[config.mk]
export PLATFORM = sky130hd
export DESIGN_NAME = s3b_kernel
export DESIGN_NICKNAME = d
export VERILOG_FILES = /design/src/s3b_pkg.sv /design/src/s3b_kernel.sv
export SDC_FILE = /design/constraint.sdc
export NUM_CORES = 1
export LEC_CHECK = 0
export BUFFER_PORTS_ARGS = -buffer_cell sky130_fd_sc_hd__buf_2
export CORE_MARGIN = 2
export CORE_UTILIZATION = 45
export DETAILED_ROUTE_END_ITERATION = 12
export GPL_ROUTABILITY_DRIVEN = 1
export PLACE_DENSITY = 0.83
export SYNTH_ARGS = -nofsm -noshare
export SYNTH_HDL_FRONTEND = slang
export SYNTH_SLANG_ARGS = --single-unit
[constraint.sdc]
create_clock -name vclk -period 8.8
set_clock_uncertainty 0.15 [all_clocks]
set_input_delay 1.76 -clock vclk [all_inputs]
set_output_delay 1.76 -clock vclk [all_outputs]
set_load 0.005 [all_outputs]
[src/s3b_pkg.sv]
package s3b_pkg;

    // pixel, position, result and configuration widths
    localparam int PIX_W   = 8;
    localparam int POS_W   = 10;
    localparam int VAL_W   = 12;
    localparam int CFG_W   = 11;
    localparam int CFG_IDX_W = 1;

    // configuration register indexes
    localparam logic [CFG_IDX_W-1:0] REG_FRAME_WIDTH  = 1'd0;
    localparam logic [CFG_IDX_W-1:0] REG_FRAME_HEIGHT = 1'd1;

    // frame size after reset
    localparam logic [CFG_W-1:0] FRAME_SIZE_RESET = 11'd1024;

    typedef logic [PIX_W-1:0] pix_t;

    // two retained window columns per row: [row][0] older, [row][1] newer
    typedef logic [2:0][1:0][PIX_W-1:0] win_t;

    // one reported pixel
    typedef struct packed {
        logic [POS_W-1:0] column;
        logic [POS_W-1:0] row;
        logic [VAL_W-1:0] value;
    } result_t;

endpackage

[src/s3b_kernel.sv]
module s3b_kernel (
    input  s3b_pkg::win_t          win,
    input  s3b_pkg::pix_t          up2,
    input  s3b_pkg::pix_t          up1,
    input  s3b_pkg::pix_t          px,
    input  logic [s3b_pkg::POS_W-1:0] column,
    input  logic [s3b_pkg::POS_W-1:0] row,
    output s3b_pkg::result_t       interior_res,
    output s3b_pkg::result_t       border_res
);

    logic [9:0]  corners;
    logic [9:0]  sides;
    logic [11:0] weighted;

    // binomial weights 1-2-1 in both directions
    always_comb
    begin
        corners = {2'b00, win[0][0]} + {2'b00, up2} + {2'b00, win[2][0]} + {2'b00, px};
        sides   = {2'b00, win[0][1]} + {2'b00, win[2][1]} + {2'b00, win[1][0]}
                + {2'b00, up1};
        weighted = {2'b00, corners} + {1'b0, sides, 1'b0} + {2'b00, win[1][1], 2'b00};
    end

    // interior result refers to the pixel one up and one left
    always_comb
    begin
        interior_res.column = column - 10'd1;
        interior_res.row    = row - 10'd1;
        interior_res.value  = weighted;
    end

    // border pixel passes through scaled to sixteenths
    always_comb
    begin
        border_res.column = column;
        border_res.row    = row;
        border_res.value  = {px, 4'b0000};
    end

endmodule

==> metrics.md, run 1 <==
| Metric | Value |
|---|---|
| Antenna Nets Post-Route | 0 |
| GR Util met1 | 19.61% |
| Die Y | 79.61 µm |
| Synth top area share | 35.80% |
| Std cell rows | 27 |
| Cts hold-fix bufs | 0 |
| Startpoint types | input port |
| Layout Utilization | 61.19% |
| Antenna cells | 0 |
| Avg Cell Area, Syn | 8.518 µm² |
| VDD IR-drop max | 0.7162 mV |
| Hold path cells | 2 |
| GR Util met2 | 37.98% |
| Synth Cell Area | 2572 µm² |
| RSZ-0062 raised after global routing | yes |
| Element type at the critical path end | primary output |
| HP Class | in2out |
| Vias | 2301 |
| Area leader, netlist | fa_1 |
| First-pass GRT wire length | 9.287 mm |
| Final slew viol count | 0 |
| Leading post-synthesis cells by cell area | fa_1 36%, inv_1 14%, ha_1 14% |
| Total design power | 1.613 mW |
| Crit path kind | in2out |
| Leakage | 2.015 nW |
| Seq. cell area | 0 µm² |
| Outcome | complete, no violations |
| Layout cells sized above 1 | 43.68% |
| Yosys warning count | 0 |
| Initial antenna violation count | 0 |
| Met3 Use GR | 0.9050% |
| FMAX | 114.9 MHz |
| Top Ports | 156 |
| Synth cell types | 34 |
| Chip Width | 79.61 µm |
| Worst Path Required | 6.89 ns |
| Final Hold Fails | 0 |
| Synth top cells by count | 98 x inv_1, 46 x fa_1, 32 x buf_4, 28 x ha_1 |
| Sequential area share after synthesis | 0% |
| Global Route Usage Sum | 18.09% |
| Crit share post-route | 98.92% |
| Post-route DRC | 0 |
| Initial DRC Count | 34 |
| DR pass1 iterations | 5 |
| Placer Congestion | 0.7695 |
| Starting Density | 46.72% |
| Core Box Area | 5507 µm² |
| Most frequent cell after synthesis | inv_1 |
| Layout net count | 603 |
| Setup TNS | 0 ns |
| Pin count of the biggest net entering global routing | 6 |
| CP max FO | 3 |
| Vias per inst | 4.538 |
| Die area | 6338 µm² |
| PD cells | 478.8 nW/µm² |
| Final setup vio count | 0 |
| Clock buffers | 0 |
| Hpwl dp | 5.501 mm |
| Synth Instances | 302 |
| Area delta synth->final | 30.98% |
| Max-cap viol count | 0 |
| Total Wirelength | 5.834 mm |
| Average wire per standard cell | 11.51 µm |
| Flip-flop and latch count | 0 |
| GRT Max-Usage Layer | met2 |
| I/O Buffers | 152 |
| Tmin final | 8.705 ns |
| Remaining Overflow, GRT | 0 |
| WP data arrival | 6.80 ns |
| Vias in the first global route | 2229 |
[worst max-delay path: stages]
cell and delay (ns):
buf_6 0.08, inv_4 0.03, fa_1 0.55, fa_1 0.41
inv_1 0.07, ha_2 0.19, inv_2 0.04, fa_2 0.34
buf_4 0.15, xor2_2 0.21, fa_1 0.46, fa_1 0.49
inv_1 0.06, fa_1 0.47, ha_1 0.33, and3_4 0.20
a2111oi_4 0.39, o21bai_1 0.13, a21oi_1 0.17, xnor2_1 0.13
buf_2 0.12
[timing repair]
item                                   in CTS  in global routing
gates resized for setup                    14                  8
endpoints found under the hold margin       0                  0
setup endpoints to repair                   3                  4
setup buffers                               4                  0
pin swaps                                  27                  6
[logic make-up (layout without fill, tap and decap cells)]
family / Yosys count / after routing / share of synthesized area, %
xor gates and xnor gates: 29 / 29 / 10.17
and+or+nand+nor: 42 / 42 / 8.512
AOI/OAI and AO/OA: 25 / 25 / 7.442
buffers and inverters: 131 / 261 / 24.32
adders and majority gates: 74 / 74 / 49.42
other: 1 / 4 / 0.1458
[report_power, final]
part | switching [mW] | internal [mW]
Clock | 0 | 0
Combinational | 0.754 | 0.860
Sequential | 0 | 0
Total | 0.754 | 0.860
[routing by layer]
metal / share of wire, % / vias up
li1: - / 1127
met1: 34 / 1062
met2: 57 / 106
met3: 7.4 / 6
met4: 1.4 / 0
met5: 0 / -
[cells in the final DEF (no fill, tap or decap), types with 2 or more instances in the layout]
master and instances:
inv_1 94, xor2_2 2, nor3_1 8, conb_1 4, buf_4 10, nor4_1 2
a21oi_2 2, nor2_1 13, a21o_1 4, xnor2_1 13, xnor2_2 2, xor2_1 12
nand2_1 6, nand3b_1 2, or4_4 2, ha_4 3, buf_2 151, a21oi_1 7
ha_2 2, fa_1 45, inv_2 3, and3_4 2, ha_1 23, o21ai_1 2
[final timing paths]
path / startpoint / endpoint / slack [ns]
max: win[41] / interior_res[9] / 0.09
min: px[0] / border_res[4] / 3.56
[per-stage QoR]
step                      worst slack (ns)  hold WS (ns)  cell area (µm²)  instances
final                              0.09471         3.560             3369        507
after global routing               -0.1804         3.570             3369        507
after detailed placement           -0.1685         3.563             3247        504
after global placement            -0.08279         3.556             3247        504
after CTS                        -0.005083         3.561             3339        507
after floorplan                     0.2778         3.407             2584        305
[final cells by class]
class | count | area, µm²
tap | 72 | 90.09
timing repair buffer | 162 | 842.1
inverter | 99 | 387.9
multi-input combinational | 174 | 2049
fill | 482 | 2137
(Power assumes the default switching activity.)
==> inputs of run 2 (changes only) <==
- ABC_AREA: default -> 1
- PLACE_DENSITY: 0.83 -> 0.82
==> metrics.md, run 2 <==
| Metric | Value |
|---|---|
| Outcome | complete, no violations |
| Crit share post-route | 96.28% (-2.6 points) |
| Combinational Power Share | 100.0% (about the same) |
| Vias | 2492 (+8.3%) |
| HP Class | in2out |
| Crit-path max cell delay | 0.56 ns (about the same) |
| Worst Path Required | 6.89 ns (about the same) |
| Max-cap viol count | 0 (unchanged) |
| Commonest non-fill, non-tap cells in the layout | 152 x buf_2, 121 x inv_1, 57 x nand2_1, 46 x fa_1, 28 x ha_1 |
| Vias per inst | 4.395 (-3.2%) |
| Avg Cell Area, Syn | 7.409 µm² (-13%) |
| Commonest non-fill, non-tap cell in the layout | buf_2 |
| Crit path kind | in2out |
| Synth Instances | 369 (+22%) |
| Crit-path slowest cell | fa_1 |
| Clk pwr share | 0% (unchanged) |
| VDD IR-drop max | 0.3045 mV (-57%) |
| Most frequent cell after synthesis | inv_1 |
| Post-route DRC | 0 (unchanged) |
| Average wire per standard cell | 9.864 µm (-14%) |
| RSZ-0062 raised after global routing | no |
| Layout Utilization | 57.14% (-4.0 points) |
| Net Sw Frac | 57.43% (+11 points) |
| Global Route Usage Sum | 17.30% (-0.80 points) |
| Seq. cell area | 0 µm² (unchanged) |
| FMAX | 118.0 MHz (+2.7%) |
| Int Power | 0.5691 mW (-34%) |
| Final setup vio count | 0 (unchanged) |
| Flip-flop and latch count | 0 (unchanged) |
| Total Wirelength | 5.593 mm (-4.1%) |
| Initial DRC Count | 58 (+71%) |
| Std cell rows | 28 (+3.7%) |
| Core Box Area | 5886 µm² (+6.9%) |
| Top Ports | 156 (unchanged) |
| DR pass1 iterations | 4 (-1) |
| Clock buffers | 0 (unchanged) |
| CP max FO | 4 (+1) |
| Leakage | 2.147 nW (+6.6%) |
| WP data arrival | 6.56 ns (-0.24 ns) |
| Area delta synth->final | 23.02% |
| Initial antenna violation count | 0 (unchanged) |
| Area leader, netlist | fa_1 |
| I/O Buffers | 152 (unchanged) |
| Starting Density | 46.45% (-0.27 points) |
| Final Hold Fails | 0 (unchanged) |
| Sequential share of power | 0% (unchanged) |
| Layout net count | 660 (+9.5%) |
| Synth cell types | 25 (-26%) |
| Switching power | 0.7677 mW (+1.9%) |
| Chip Width | 81.95 µm (+2.9%) |
| Synth top area share | 33.68% (-2.1 points) |
| Antenna Nets Post-Route | 0 (unchanged) |
| Remaining Overflow, GRT | 0 (unchanged) |
| Setup TNS | 0 ns (unchanged) |
| Layout cells sized above 1 | 34.96% (-8.7 points) |
| Placer Congestion | 0.8257 (+7.3%) |
| Sequential area share after synthesis | 0% (unchanged) |
| First-pass GRT wire length | 9.625 mm (+3.6%) |
| Synth Cell Area | 2734 µm² (+6.3%) |
| Element type at the critical path end | primary output |
| Leading post-synthesis cells by cell area | fa_1 34%, inv_1 17%, ha_1 13% |
| Antenna cells | 0 (unchanged) |
| Hpwl dp | 5.417 mm (-1.5%) |
| Final slew viol count | 0 (unchanged) |
| Hold slack | 3.553 ns (-0.007820 ns) |
| Pin count of the biggest net entering global routing | 6 (unchanged) |
| Yosys warning count | 0 (unchanged) |
| Tmin final | 8.472 ns (-0.2328 ns) |
| Vias in the first global route | 2526 (+13%) |
| PD cells | 397.5 nW/µm² (-17%) |
| Synth top cells by count | 121 x inv_1, 57 x nand2_1, 46 x fa_1, 32 x buf_4, 28 x ha_1 |
| Die area | 6715 µm² (+6.0%) |
| Startpoint types | input port |
| Die Y | 81.95 µm (+2.9%) |
| Crit-path most repeated cell | nand2_1 |
run 2: cell count changes in the layout (fill, tap and decap cells not counted), moves of 4 or more:
cell     before  now
inv_1        94  121
xnor2_1      13    5
buf_4        10    0
nand3_1       1   12
a21o_1        4    0
nor2_2        0    6
ha_1         23   28
nand2_1       6   57
nor3_1        8    1
run 2: timing repair:
action | CTS | global route
hold buffers | 0 | 0
gates resized for setup | 0 | 1
setup buffers | 0 | 0
endpoints found under the setup margin | 0 | 2
run 2: per-layer routing:
| metal | wire length [µm] | share of wire (%) | global-route usage (%) |
|---|---|---|---|
| met2 | 3088 | 55 | 37.24 |
| met4 | 37 | 0.66 | 1.167 |
| met3 | 350 | 6.3 | 0.9890 |
| met1 | 2117 | 38 | 18.71 |
| met5 | 0 | 0 | 0 |
run 2: final cells by class:
class / count / area [µm²]
inverter: 123 / 461.7
fill: 543 / 2522
multi-input combinational: 217 / 2047
tap: 75 / 93.84
timing repair buffer: 152 / 760.7
run 2: cell families (layout without fill, tap and decap cells):
group | after synthesis | after routing | synth area share, %
AO/OA/AOI/OAI | 16 | 16 | 3.249
XOR/XNOR | 21 | 21 | 7.003
adder cells (fa/ha/maj) | 74 | 74 | 46.50
buffers and inverters | 155 | 275 | 25.68
other | 1 | 4 | 0.1372
AND/OR/NAND/NOR | 102 | 102 | 17.44
run 2: worst paths after layout:
kind	to	cells after the start	slack, ns	startpoint
setup / recovery	interior_res[11]	26	0.33	win[9]
hold / removal	border_res[11]	2	3.55	px[7]
run 2: through the flow:
step                      power [mW]  area (µm²)  instances  setup slack (ns)
final                          1.337        3363        567            0.3275
after global routing           1.561        3363        567           0.02481
after CTS                      1.354        3359        567            0.2749
after detailed placement       1.347        3359        567            0.3007
after global placement         1.306        3359        567            0.4263
after floorplan               0.9284        2745        372            0.7774
run 2: power groups by stage:
stage                     clock network [mW]  registers [mW]  logic (mW)
final                                      0               0        1.34
after global routing                       0               0        1.56
after CTS                                  0               0        1.35
after detailed placement                   0               0        1.35
after global placement                     0               0        1.31
after floorplan                            0               0       0.928
run 2: critical path: cells and delay by family:
family        cells  cell delay (ns)
simple gates      9             0.68
xor+xnor          1             0.18
buf+inv           8             0.58
fa+ha+maj         8             3.38
==> inputs of run 3 (changes only) <==
- clock period: 8.8 -> 8.85 ns (I/O delays scaled with it)
==> metrics.md, run 3 (same netlist as run 2, synthesis figures left out) <==
| Metric | Value |
|---|---|
| Element type at the critical path end | primary output |
| Antenna cells | 0 (unchanged) |
| Critical Path, Cell by Cell | buf_2, inv_1, fa_1, fa_1, inv_1, ha_1, inv_1, fa_1, inv_1, nand3_1, nand2_1, xor2_1, fa_1, fa_1, fa_1, inv_1, ha_1, a21oi_2, nor2_1, nor2_1, nand2_1, nand2_1, nand2_1, buf_2 |
| First-pass GRT wire length | 9.542 mm (-0.86%) |
| Remaining Overflow, GRT | 0 (unchanged) |
| Crit-path max cell delay | 0.55 ns (about the same) |
| Layout cells sized above 1 | 34.96% (unchanged) |
| Max-cap viol count | 0 (unchanged) |
| Post-route DRC | 0 (unchanged) |
| Die Y | 81.95 µm (unchanged) |
| Average wire per standard cell | 9.843 µm (-0.21%) |
| Total design power | 1.328 mW (-0.68%) |
| Crit share post-route | 95.78% |
| DR pass1 iterations | 5 (+1) |
| Outcome | complete, no violations |
| Antenna Nets Post-Route | 0 (unchanged) |
| WP buf/inv | 7 (-1) |
| CP Launch Point | win[9] |
| Die area | 6715 µm² (unchanged) |
| Combinational Power Share | 100.0% (about the same) |
| Starting Density | 46.45% (unchanged) |
| Core Box Area | 5886 µm² (unchanged) |
| Cts hold-fix bufs | 0 (unchanged) |
| Final Hold Fails | 0 (unchanged) |
| Switching power | 0.7620 mW (-0.75%) |
| WP data arrival | 6.56 ns (about the same) |
| HP Class | in2out |
| Commonest non-fill, non-tap cells in the layout | 152 x buf_2, 121 x inv_1, 57 x nand2_1, 46 x fa_1, 28 x ha_1 |
| Total Wirelength | 5.581 mm (-0.21%) |
| Crit-path slowest cell | fa_1 |
| Vias in the first global route | 2541 (+0.59%) |
| Flip-flop and latch count | 0 (unchanged) |
| Crit-path most repeated cell | fa_1 |
| VDD IR-drop max | 0.3045 mV (about the same) |
| Leakage | 2.147 nW (unchanged) |
| PD cells | 394.8 nW/µm² (-0.68%) |
| Clk pwr share | 0% (unchanged) |
| FMAX | 118.0 MHz |
| CP max FO | 4 (unchanged) |
| Net Sw Frac | 57.39% (about the same) |
| Area delta synth->final | 23.02% (unchanged) |
| Hold path startpoint | px[7] |
| Tmin final | 8.477 ns |
| Final setup vio count | 0 (unchanged) |
| Pin count of the biggest net entering global routing | 6 (unchanged) |
| Crit path max-delay family | adder cells |
| Chip Width | 81.95 µm (unchanged) |
| RSZ-0062 raised after global routing | no |
| Vias per inst | 4.471 (+1.7%) |
| I/O Buffers | 152 (unchanged) |
| Vias | 2535 (+1.7%) |
| Layout net count | 660 (unchanged) |
| Crit path kind | in2out |
| Setup TNS | 0 ns (unchanged) |
| Std cell rows | 28 (unchanged) |
| Hpwl dp | 5.394 mm (-0.43%) |
| Top Ports | 156 (unchanged) |
| Int Power | 0.5657 mW (-0.58%) |
| Sequential share of power | 0% (unchanged) |
| Initial antenna violation count | 0 (unchanged) |
| Seq. cell area | 0 µm² (unchanged) |
| Final slew viol count | 0 (unchanged) |
| Placer Congestion | 0.8257 (unchanged) |
| Worst Path Required | 6.93 ns (+0.04 ns) |
| Startpoint types | input port |
| Initial DRC Count | 55 (-5.2%) |
| Commonest non-fill, non-tap cell in the layout | buf_2 |
| Clock buffers | 0 (unchanged) |
| Global Route Usage Sum | 17.20% (-0.10 points) |
## run 3: per-layer routing
metal | up-vias | part of all wire [%] | track usage, %
met2 | 96 | 54 | 36.18
met1 | 1157 | 36 | 18.34
met3 | 10 | 7.8 | 1.319
met4 | 0 | 1.6 | 3.000
li1 | 1272 | - | -
met5 | - | 0 | 0
## run 3: final cells by class
cell class	instances	area [µm²]
inverter	123	461.7
timing repair buffer	152	760.7
tap	75	93.84
multi-input combinational	217	2047
fill	561	2522
## run 3: stage by stage
step | std cells | cell area, µm² | hold WS [ns] | setup slack (ns) | util [%]
floorplan | 372 | 2745 | 3.427 | 0.8074 | -
global placement | 567 | 3359 | 3.574 | 0.4575 | 57.08
detailed placement | 567 | 3359 | 3.573 | 0.3086 | 57.08
CTS | 567 | 3359 | 3.573 | 0.2907 | 57.08
global route | 567 | 3363 | 3.586 | 0.007097 | 57.14
finish | 567 | 3363 | 3.572 | 0.3732 | 57.14
## run 3: what timing repair did
action                                  in CTS  in global routing
endpoints found under the setup margin       0                  2
buffers inserted                             0                  0
gates resized for setup                      0                  1
## run 3: power by group through the flow
stage               combinational [mW]  sequential [mW]  clock (mW)
finish                            1.33                0           0
global route                      1.56                0           0
CTS                               1.34                0           0
detailed placement                1.34                0           0
global placement                  1.30                0           0
floorplan                        0.923                0           0
## run 3: worst paths after layout
kind	endpoint	slack [ns]	cells after the start
min	border_res[11]	3.57	2
max	interior_res[9]	0.37	24
